--- src/hw/rtl/nta_pkg.sv ---
package nta_pkg;

  // format codes carried in the action field
  localparam logic [2:0] ACT_BIN8 = 3'd0;
  localparam logic [2:0] ACT_HEX2 = 3'd1;
  localparam logic [2:0] ACT_DEC2 = 3'd2;
  localparam logic [2:0] ACT_DEC3 = 3'd3;
  localparam logic [2:0] ACT_DEC5 = 3'd4;

  // character codes
  localparam logic [7:0] ASCII_ZERO = 8'h30;
  localparam logic [7:0] ASCII_ONE  = 8'h31;
  localparam logic [7:0] ASCII_E    = 8'h45;
  localparam logic [7:0] ASCII_R    = 8'h72;
  localparam logic [7:0] HEX_GAP    = 8'd7;

  // range limits for the fixed-width decimal formats
  localparam logic [15:0] DEC2_LIMIT = 16'd100;
  localparam logic [15:0] DEC3_LIMIT = 16'd1000;

  // decimal place index: 10000, 1000, 100, 10, 1
  typedef logic [2:0] widx_t;
  localparam widx_t WIDX_10K  = 3'd0;
  localparam widx_t WIDX_1K   = 3'd1;
  localparam widx_t WIDX_100  = 3'd2;
  localparam widx_t WIDX_10   = 3'd3;
  localparam widx_t WIDX_ONES = 3'd4;

  // one character on its way to the output register
  typedef struct packed {
    logic [7:0] ascii_char;
    logic       last;
  } char_t;

  // weight of a decimal place
  function automatic logic [13:0] dec_weight(input widx_t idx);
    logic [13:0] w;
    case (idx)
      WIDX_10K: w = 14'd10000;
      WIDX_1K:  w = 14'd1000;
      WIDX_100: w = 14'd100;
      WIDX_10:  w = 14'd10;
      default:  w = 14'd1;
    endcase
    return w;
  endfunction

  // uppercase hex character of a nibble
  function automatic logic [7:0] hex_char(input logic [3:0] nib);
    logic [7:0] c;
    c = {4'h0, nib} + ASCII_ZERO;
    if (nib > 4'd9) begin
      c = c + HEX_GAP;
    end
    return c;
  endfunction

endpackage

--- src/hw/rtl/nta_if.sv ---
// input channel: format code and value
interface nta_in_if;
  logic        valid;
  logic        ready;
  logic [2:0]  action;
  logic [15:0] value;

  modport source (output valid, output action, output value, input ready);
  modport sink   (input valid, input action, input value, output ready);
endinterface

// result channel: one character per item
interface nta_out_if;
  logic       valid;
  logic       ready;
  logic [7:0] ascii_char;
  logic       last;

  modport source (output valid, output ascii_char, output last, input ready);
  modport sink   (input valid, input ascii_char, input last, output ready);
endinterface

--- src/hw/rtl/nta_digit_unit.sv ---
// Shared compare/subtract unit: remainder minus the weight of one decimal place.
module nta_digit_unit import nta_pkg::*; (
  input  logic [15:0] rem,
  input  widx_t       widx,
  output logic        ge,
  output logic [15:0] diff
);

  logic [16:0] sub;

  // borrow out clear means rem >= weight
  assign sub  = {1'b0, rem} - {3'b000, dec_weight(widx)};
  assign ge   = ~sub[16];
  assign diff = sub[15:0];

endmodule

--- src/hw/rtl/nta_out_stage.sv ---
// Output register: holds one character until the receiver takes it.
module nta_out_stage import nta_pkg::*; (
  input  logic      clk,
  input  logic      rst_n,
  input  logic      push,
  input  char_t     din,
  output logic      can_push,
  nta_out_if.source out_ch
);

  logic  valid_r;
  char_t data_r;

  // room when empty or when the held item leaves this cycle
  assign can_push = ~valid_r | out_ch.ready;

  always_ff @(posedge clk) begin
    if (!rst_n) begin
      valid_r <= 1'b0;
    end else if (push) begin
      valid_r <= 1'b1;
    end else if (out_ch.ready) begin
      valid_r <= 1'b0;
    end
  end

  always_ff @(posedge clk) begin
    if (push) begin
      data_r <= din;
    end
  end

  assign out_ch.valid      = valid_r;
  assign out_ch.ascii_char = data_r.ascii_char;
  assign out_ch.last       = data_r.last;

endmodule

--- src/hw/rtl/number_to_ascii_formatter.sv ---
// Number to ASCII formatter.
// in_ch takes one item: a 3-bit format code and a 16-bit value. out_ch returns
// the formatted text one character per item, last set on the final character.
// Formats: 8 binary digits or 2 hex digits of the low byte, 2 or 3 decimal
// digits with leading zeros (or "Err" when out of range), and 1 to 5 decimal
// digits with leading zeros suppressed. Codes 5 to 7 are taken and dropped.
// Binary, hex and "Err" text emit one character per cycle while the receiver takes them.
// Decimal digits come from one compare/subtract unit, one subtraction of the
// place weight per cycle: a digit above the ones place counts subtractions
// while the remainder covers the weight, then goes out; the ones digit is taken
// from the remainder as is, and a suppressed leading zero only moves on a place.
// The first character is pushed from the text state for binary, hex and "Err"
// text, and from the digit state after the divide state for decimal formats.
// in_ch.ready is high only while no item is in progress.
// A stalled receiver holds the character in the output register and the
// sequencer waits; nothing is lost. Synchronous reset (rst_n low) drops any
// item in progress and empties the output register.
module number_to_ascii_formatter import nta_pkg::*; (
  input  logic     clk,
  input  logic     rst_n,
  nta_in_if.sink   in_ch,
  nta_out_if.source out_ch
);

  localparam logic [1:0] S_IDLE = 2'd0;
  localparam logic [1:0] S_DIV  = 2'd1;
  localparam logic [1:0] S_DEC  = 2'd2;
  localparam logic [1:0] S_TXT  = 2'd3;

  logic [1:0]  state_r,   state_nxt;
  logic [2:0]  mode_r,    mode_nxt;
  logic [15:0] rem_r,     rem_nxt;
  logic [7:0]  sh_r,      sh_nxt;
  widx_t       widx_r,    widx_nxt;
  logic [3:0]  digit_r,   digit_nxt;
  logic        started_r, started_nxt;
  logic [2:0]  cnt_r,     cnt_nxt;
  logic [2:0]  total_r,   total_nxt;
  logic        err_r,     err_nxt;

  logic        ge;
  logic [15:0] diff;
  logic        can_push;
  logic        push;
  char_t       ch;

  nta_digit_unit u_digit (
    .rem  (rem_r),
    .widx (widx_r),
    .ge   (ge),
    .diff (diff)
  );

  nta_out_stage u_out (
    .clk      (clk),
    .rst_n    (rst_n),
    .push     (push),
    .din      (ch),
    .can_push (can_push),
    .out_ch   (out_ch)
  );

  assign in_ch.ready = (state_r == S_IDLE);

  // sequencer
  always_comb begin
    state_nxt   = state_r;
    mode_nxt    = mode_r;
    rem_nxt     = rem_r;
    sh_nxt      = sh_r;
    widx_nxt    = widx_r;
    digit_nxt   = digit_r;
    started_nxt = started_r;
    cnt_nxt     = cnt_r;
    total_nxt   = total_r;
    err_nxt     = err_r;
    push        = 1'b0;
    ch          = '0;

    case (state_r)
      S_IDLE: begin
        if (in_ch.valid) begin
          mode_nxt    = in_ch.action;
          rem_nxt     = in_ch.value;
          sh_nxt      = in_ch.value[7:0];
          digit_nxt   = 4'd0;
          started_nxt = 1'b0;
          cnt_nxt     = 3'd0;
          err_nxt     = 1'b0;
          case (in_ch.action)
            ACT_BIN8: begin
              total_nxt = 3'd7;
              state_nxt = S_TXT;
            end
            ACT_HEX2: begin
              total_nxt = 3'd1;
              state_nxt = S_TXT;
            end
            ACT_DEC2: begin
              if (in_ch.value >= DEC2_LIMIT) begin
                err_nxt   = 1'b1;
                total_nxt = 3'd2;
                state_nxt = S_TXT;
              end else begin
                widx_nxt  = WIDX_10;
                state_nxt = S_DIV;
              end
            end
            ACT_DEC3: begin
              if (in_ch.value >= DEC3_LIMIT) begin
                err_nxt   = 1'b1;
                total_nxt = 3'd2;
                state_nxt = S_TXT;
              end else begin
                widx_nxt  = WIDX_100;
                state_nxt = S_DIV;
              end
            end
            ACT_DEC5: begin
              widx_nxt  = WIDX_10K;
              state_nxt = S_DIV;
            end
            default: state_nxt = S_IDLE;
          endcase
        end
      end

      // one subtraction of the place weight per cycle; ones digit taken as is
      S_DIV: begin
        if (widx_r == WIDX_ONES) begin
          digit_nxt = rem_r[3:0];
          state_nxt = S_DEC;
        end else if (ge) begin
          rem_nxt   = diff;
          digit_nxt = digit_r + 4'd1;
        end else if (mode_r == ACT_DEC5 && !started_r && digit_r == 4'd0) begin
          // leading zero suppressed: move to next place
          widx_nxt = widx_r + 3'd1;
        end else begin
          state_nxt = S_DEC;
        end
      end

      // emit one decimal digit
      S_DEC: begin
        ch.ascii_char = ASCII_ZERO + {4'h0, digit_r};
        ch.last       = (widx_r == WIDX_ONES);
        if (can_push) begin
          push        = 1'b1;
          started_nxt = 1'b1;
          digit_nxt   = 4'd0;
          if (ch.last) begin
            state_nxt = S_IDLE;
          end else begin
            widx_nxt  = widx_r + 3'd1;
            state_nxt = S_DIV;
          end
        end
      end

      // binary, hex and error text
      S_TXT: begin
        if (err_r) begin
          ch.ascii_char = (cnt_r == 3'd0) ? ASCII_E : ASCII_R;
        end else if (mode_r == ACT_HEX2) begin
          ch.ascii_char = hex_char(sh_r[7:4]);
        end else begin
          ch.ascii_char = sh_r[7] ? ASCII_ONE : ASCII_ZERO;
        end
        ch.last = (cnt_r == total_r);
        if (can_push) begin
          push    = 1'b1;
          cnt_nxt = cnt_r + 3'd1;
          sh_nxt  = (mode_r == ACT_HEX2) ? {sh_r[3:0], 4'h0} : {sh_r[6:0], 1'b0};
          if (ch.last) begin
            state_nxt = S_IDLE;
          end
        end
      end

      default: state_nxt = S_IDLE;
    endcase
  end

  always_ff @(posedge clk) begin
    if (!rst_n) begin
      state_r <= S_IDLE;
    end else begin
      state_r <= state_nxt;
    end
  end

  always_ff @(posedge clk) begin
    mode_r    <= mode_nxt;
    rem_r     <= rem_nxt;
    sh_r      <= sh_nxt;
    widx_r    <= widx_nxt;
    digit_r   <= digit_nxt;
    started_r <= started_nxt;
    cnt_r     <= cnt_nxt;
    total_r   <= total_nxt;
    err_r     <= err_nxt;
  end

endmodule

--- src/flat_wrapper.sv ---
// flat-port wrapper written by rule: the top's interface ports become plain ports
module number_to_ascii_formatter_flat import nta_pkg::*;
  (clk, rst_n, in_ch_valid, in_ch_action, in_ch_value, in_ch_ready, out_ch_valid, out_ch_ascii_char, out_ch_last, out_ch_ready);
  nta_in_if in_ch_i ();
  nta_out_if out_ch_i ();
  input  logic clk;
  input  logic rst_n;
  input wire logic [$bits(in_ch_i.valid)-1:0] in_ch_valid;
  input wire logic [$bits(in_ch_i.action)-1:0] in_ch_action;
  input wire logic [$bits(in_ch_i.value)-1:0] in_ch_value;
  output wire logic [$bits(in_ch_i.ready)-1:0] in_ch_ready;
  output wire logic [$bits(out_ch_i.valid)-1:0] out_ch_valid;
  output wire logic [$bits(out_ch_i.ascii_char)-1:0] out_ch_ascii_char;
  output wire logic [$bits(out_ch_i.last)-1:0] out_ch_last;
  input wire logic [$bits(out_ch_i.ready)-1:0] out_ch_ready;
  assign in_ch_i.valid = in_ch_valid;
  assign in_ch_i.action = in_ch_action;
  assign in_ch_i.value = in_ch_value;
  assign in_ch_ready = in_ch_i.ready;
  assign out_ch_valid = out_ch_i.valid;
  assign out_ch_ascii_char = out_ch_i.ascii_char;
  assign out_ch_last = out_ch_i.last;
  assign out_ch_i.ready = out_ch_ready;
  number_to_ascii_formatter u_core (.clk(clk), .rst_n(rst_n), .in_ch(in_ch_i), .out_ch(out_ch_i));
endmodule
--- config.mk ---
export PLATFORM = sky130hd
export DESIGN_NAME = number_to_ascii_formatter_flat
export DESIGN_NICKNAME = d
export VERILOG_FILES = /design/src/hw/rtl/nta_pkg.sv /design/src/hw/rtl/nta_if.sv /design/src/hw/rtl/nta_digit_unit.sv /design/src/hw/rtl/nta_out_stage.sv /design/src/hw/rtl/number_to_ascii_formatter.sv /design/src/flat_wrapper.sv
export SDC_FILE = /design/constraint.sdc
export NUM_CORES = 1
export LEC_CHECK = 0
export ABC_AREA = 1
export BUFFER_PORTS_ARGS = -buffer_cell sky130_fd_sc_hd__buf_2
export CAP_MARGIN = 20
export CORE_ASPECT_RATIO = 0.75
export CORE_UTILIZATION = 30
export CTS_BUF_LIST = sky130_fd_sc_hd__clkbuf_8 sky130_fd_sc_hd__clkbuf_16
export DETAILED_ROUTE_END_ITERATION = 6
export GPL_ROUTABILITY_DRIVEN = 1
export GPL_TIMING_DRIVEN = 0
export PLACE_DENSITY = 0.5
export SYNTH_ARGS = -nofsm -noshare
export SYNTH_HDL_FRONTEND = slang
export SYNTH_SLANG_ARGS = --single-unit
--- constraint.sdc ---
create_clock -name clk -period 3.1 [get_ports clk]
set_input_delay 0.155 -clock clk [delete_from_list [all_inputs] [get_ports clk]]
set_output_delay 0.155 -clock clk [all_outputs]
set_load 0.03 [all_outputs]
; ---- Word-level counts from Yosys, hierarchy flattened
; Cells that the tools add are included.
[op_classes]
addsub = 7
order_cmp = 3
n_eq_ne = 31
n_mux = 58
bitwise = 2
reduce_logical = 24
[ops]
columns = operator, count
row1 = $pmux 14 s4, 1
row2 = $mux 16, 3
row3 = $mux 8, 6
row4 = $mux 3, 12
row5 = $pmux 16 s2, 1
row6 = $mux 2, 9
row7 = $pmux 3 s3, 2
row8 = $pmux 9 s2, 1
row9 = $sub 16x14->17, 1
row10 = $ge 16x10->1 const B, 1
row11 = $ge 16x7->1 const B, 1
row12 = $mux 4, 4
row13 = $pmux 2 s4, 2
row14 = $pmux 8 s2, 1
row15 = $eq 3x2->1 const B, 4
row16 = $ne 2x1->1 const B, 6
row17 = $pmux 3 s4, 1
row18 = $pmux 4 s3, 1
row19 = $mux 1, 10
row20 = $ne 2x2->1 const B, 5
row21 = $reduce_and 10->1, 1
row22 = $eq 3x1->1 const B, 3
row23 = $eq 3x3->1 const B, 3
row24 = $logic_not 3->1, 3
row25 = 30 further kinds, 43
[word_totals]
ff_bits = 54
output_inout_bits = 11
elab_cells = 138

; ---- Longest topological paths before layout
[logic_depth]
word_depth = 7
ltp_mapped = 19
mapped_depth_nobuf = 19

; ---- Cells and area by module
; From an unflattened synthesis, not the netlist that was laid out.
[hier_totals]
hier_cells = 510
hier_area_um2 = 3880.0
[modules_own_cells]
columns = mod, instances, cells_per_inst, area_per_inst_um2
row1 = number_to_ascii_formatter, 1, 312, 2640.0
row2 = nta_digit_unit, 1, 183, 923.4
row3 = nta_out_stage, 1, 15, 316.6

; ---- Least setup slack after synthesis
; No wires, ideal clock.
[synth_timing]
path_kind = reg-to-reg
from = register u_core.widx_r[0]
to = register u_core.rem_r[0] (enable)
setup_time_ps = 394
arrival_time_ps = 2664
t_required_ps = 2706
path_slack_ps = 41
stages_incl_launch_ff = 17
n_path_buf = 0
path_cell_list = edfxtp_1 inv_1 ha_1 nand2_1 nand2_1 nor2_1 ha_1 inv_1 fa_1 nand3_1 nand2_1 nand2_1 nand2_2 nand2_1 nand2_1 nand2_1 a21oi_1
[synth_via]
elab_chain_len = 5
elab_cells_between_ends = 10
[synth_lines]
columns = element, line_no
row1 = "start, declared", number_to_ascii_formatter.sv:34  ; widx_t widx_r, widx_nxt;
row2 = "start signal, assigned", number_to_ascii_formatter.sv:197  ; widx_r <= widx_nxt;
row3 = $eq 3x2->1 (tied with other cells), nta_pkg.sv:38  ; case (idx)
row4 = $pmux 14 s4, nta_pkg.sv:38
row5 = $sub 16x14->17, nta_digit_unit.sv:12  ; assign sub = {1'b0, rem} - {3'b000, dec_weight(widx)};
row6 = $ne 2x2->1 (no source line), --
row7 = $reduce_and 4->1 (no source line) (*), --
row8 = "end signal, assigned", number_to_ascii_formatter.sv:195  ; rem_r <= rem_nxt;
row9 = "end, declared", number_to_ascii_formatter.sv:32  ; logic [15:0] rem_r, rem_nxt;
; Every way passes the cells marked *; elsewhere a longest branch is shown, timed or not.
; A chain may end at the register's enable or synchronous reset.

; ---- Final worst setup path
[layout_timing]
from = register u_core.widx_r[0]
to = register u_core.widx_r[2] (enable)
[layout_via]
elab_chain_len = 5
elab_cells_between_ends = 11
[layout_lines]
columns = element, line_no
row1 = $eq 3x2->1 (tied with other cells), nta_pkg.sv:38
row2 = $pmux 14 s4, nta_pkg.sv:38
row3 = $sub 16x14->17, nta_digit_unit.sv:12
row4 = $ne 2x2->1 (no source line), --
row5 = $reduce_and 10->1 (no source line) (*), --
; Marks and branches as above.

==> qor.txt <==
outcome: finished, final reports clean
TritonRoute pass-1 iters: 5
Simple-Gate Fraction of Synth Area: 0.224
Hold Startpoint: in_ch_action[1]
Syn. warnings: 0
Final Non-Filler Cells: 638
PD cells: 1120 nW/um2
worst slew pin tran: 654 ps
first-pass GRT wire length: 14.6 mm
final hold violations: 0
fin. max-slew vios: 0
GP Congestion: 0.843
antenna viol nets, final: 0
minimum clock period: 2900 ps
Fmax: 345 MHz
total track usage: 0.156
CP startpoint kind: flop
routed via count: 3024
die area: 12300 um2
cell accounting for the most synthesized area: edfxtp_1
global route total overflow: 0
Syn Nets: 487
htree depth: 2
clock root cell: clkbuf_16
top_reg_cell synth: edfxtp_1
largest net degree at the start of global routing: 17
layout overhead on the synthesized area: 16.3%
Cell Rows: 33
Async SR Flop Fraction: 0
hpwl dp: 7.11 mm
wire per inst: 14.0 um
XOR/XNOR Fraction of Synth Area: 0.0272
CP max FO: 4
Slew headroom: 0.563
Post-Synthesis Cells: 436
share of post-route cells with drive strength above 1: 0.135
Initial Utilization: 0.317
initial antenna violation count: 0
Core Area: 11200 um2
CP arrival: 2900 ps
max-cap viol count: 0
clk buf depth: 2
worst hold endpoint: u_core.mode_r[1]
dpl cells: 627
reg2reg end: u_core.widx_r[2]
FF-to-FF path depth: 17
CP endpoint kind: flop
most frequent cells after synthesis: 105 x nand2_1, 59 x inv_1, 50 x edfxtp_1, 41 x nor2_1, 29 x o21ai_0
Seq/Total Area, Yosys: 0.441
die height: 96.1 um
count leader, synth: nand2_1
largest family of logic cells by synthesized area: simple AND/OR/NAND/NOR gates
CTS Buf Count: 5
vias in the first global route: 2839
Synth Cell Area: 3540 um2
antenna diode count: 0
Die W: 127 um
FILL cells: 1200
Min-Delay Path Depth: 1
final wirelength: 8.96 mm
# hold bufs at CTS: 0
Compound-Gate Fraction of Synth Area: 0.129
Initial DRC Count: 205
hold_ws: 112 ps
CP Class: flop to flop
Synth Area in Adders: 0.101
Port Buffers: 32
reg-to-reg setup timing slack: 200 ps
Clock transition at path regs: 70 ps
via/cell ratio: 4.74
fin nets: 531
clock skew: 5.42 ps
post-synth top area share: 0.424
I/O pin count: 34
Post-Route Setup TNS: 0 ps
Worst-Skew Late Latency: 290 ps
Post-synth EDFFs: 50
worst path required time: 3100 ps
clock sink count: 53
TritonCTS clock tree: yes
top cells by area, synth: edfxtp_1 42%, nand2_1 11%, ha_1 9.5%, inv_1 6.3%, nor2_1 4.3%
leakage: 1.83 nW
peak supply drop: 365 uV
Min-Delay Path Class: input port to flop
syn_area_per_cell: 8.13 um2
Netlist cell types: 37
Seq cells post-synth: 53
# DRC: 0
fin crit share: 0.934
setup violators final: 0
worst r2r src: u_core.widx_r[0]
post-synthesis mux area share: 0
sequential cells by signal, indices dropped and copies added, names as in the netlist:
signal                          flops
u_core.cnt_r                        3
u_core.digit_r                      4
u_core.err_r                        1
u_core.mode_r                       3
u_core.rem_r                       16
u_core.sh_r                         8
u_core.started_r                    1
u_core.state_r                      2
u_core.total_r                      3
u_core.u_out.out_ch.ascii_char      7
u_core.u_out.out_ch.last            1
u_core.u_out.out_ch.valid           1
u_core.widx_r                       3
layout make-up:
class                      count  area (um2)  share of cell area
sequential                    53        1560               0.379
clock buffer                   5         125              0.0304
buffer                         9        38.8             0.00941
tap                          157         196              0.0477
inverter                      63         236              0.0574
multi-input combinational    311        1740               0.422
clock inverter                 3        17.5             0.00425
timing repair buffer          37         205              0.0498
worst max path at each step:
stage	start	to	slack (ps)	depth (start not counted)
after floorplan	u_core.widx_r[0]	u_core.rem_r[0]	40	16
after global placement	u_core.widx_r[0]	u_core.rem_r[8]	-980	16
after detailed placement	u_core.widx_r[0]	u_core.rem_r[13]	-190	17
after CTS	u_core.widx_r[0]	u_core.widx_r[2]	40	17
after global routing	u_core.widx_r[0]	u_core.widx_r[2]	-0.7	17
final	u_core.widx_r[0]	u_core.widx_r[2]	200	17
placed cells by master (no fill, tap or decap), types with 4 or more instances in the layout:
cell       instances
a21oi_1           24
buf_2             33
buf_4              5
clkbuf_1           6
clkbuf_16          5
edfxtp_1          50
ha_1              27
inv_1             58
inv_2              5
nand2_1          102
nand2_2            4
nand3_1           26
nor2_1            41
o21ai_0           29
o21ai_1            7
o22ai_1            6
xnor2_1            8
metal layers:
layer | part of all wire | global-route usage
met1 | 0.55 | 0.239
met2 | 0.38 | 0.223
met4 | 0.011 | 0.0397
met3 | 0.050 | 0.0283
met5 | 0 | 0
power breakdown:
part | switching [W] | leakage [nW] | internal [W] | total, W
sequential | 0.000199 | 0.507 | 0.00122 | 0.00142
combinational | 0.00170 | 1.26 | 0.000942 | 0.00265
clock | 0.000265 | 0.0696 | 0.000297 | 0.000562
total | 0.00217 | 1.83 | 0.00246 | 0.00463
repair_timing:
action                     4_1_cts  5_1_grt
gates resized for setup          3        5
setup endpoints to repair       19       19
buffers inserted                 2        1
pin swaps                        1        0
gates cloned                     0        0
hold endpoints to repair         0        0
through the flow:
stage                     setup slack, ps  power, W  cell area, um2  utilization
after global placement               -984   0.00392            3900        0.349
after floorplan                      41.5   0.00329            3540            -
after detailed placement             -193   0.00398            3930        0.351
after CTS                            35.8   0.00460            4090        0.366
final                                 204   0.00463            4120        0.368
after global routing               -0.693   0.00508            4120        0.368
kinds of logic (layout without fill, tap and decap cells):
logic type | after synthesis | in the layout
buffers and inverters | 72 | 117
AO/OA/AOI/OAI | 82 | 82
other | 1 | 1
AND/OR/NAND/NOR | 189 | 189
adder cells (fa/ha/maj) | 28 | 28
XOR/XNOR | 11 | 11
flip-flops | 53 | 53
worst max-delay path, cell delays in order (launching register included):
cell      delay (ps)
edfxtp_1         450
ha_1             230
ha_1             180
inv_2            100
nand2_1           60
nor2_1           110
ha_1             140
inv_1             60
fa_2             350
nand3_1           80
nand2_1          110
nand2_1           90
nand2_2           80
nand2_2           80
nand2_1           80
nand2_2          110
nand3_2          110
a21oi_4          170
No activity file was read; power rests on OpenSTA's default activity.
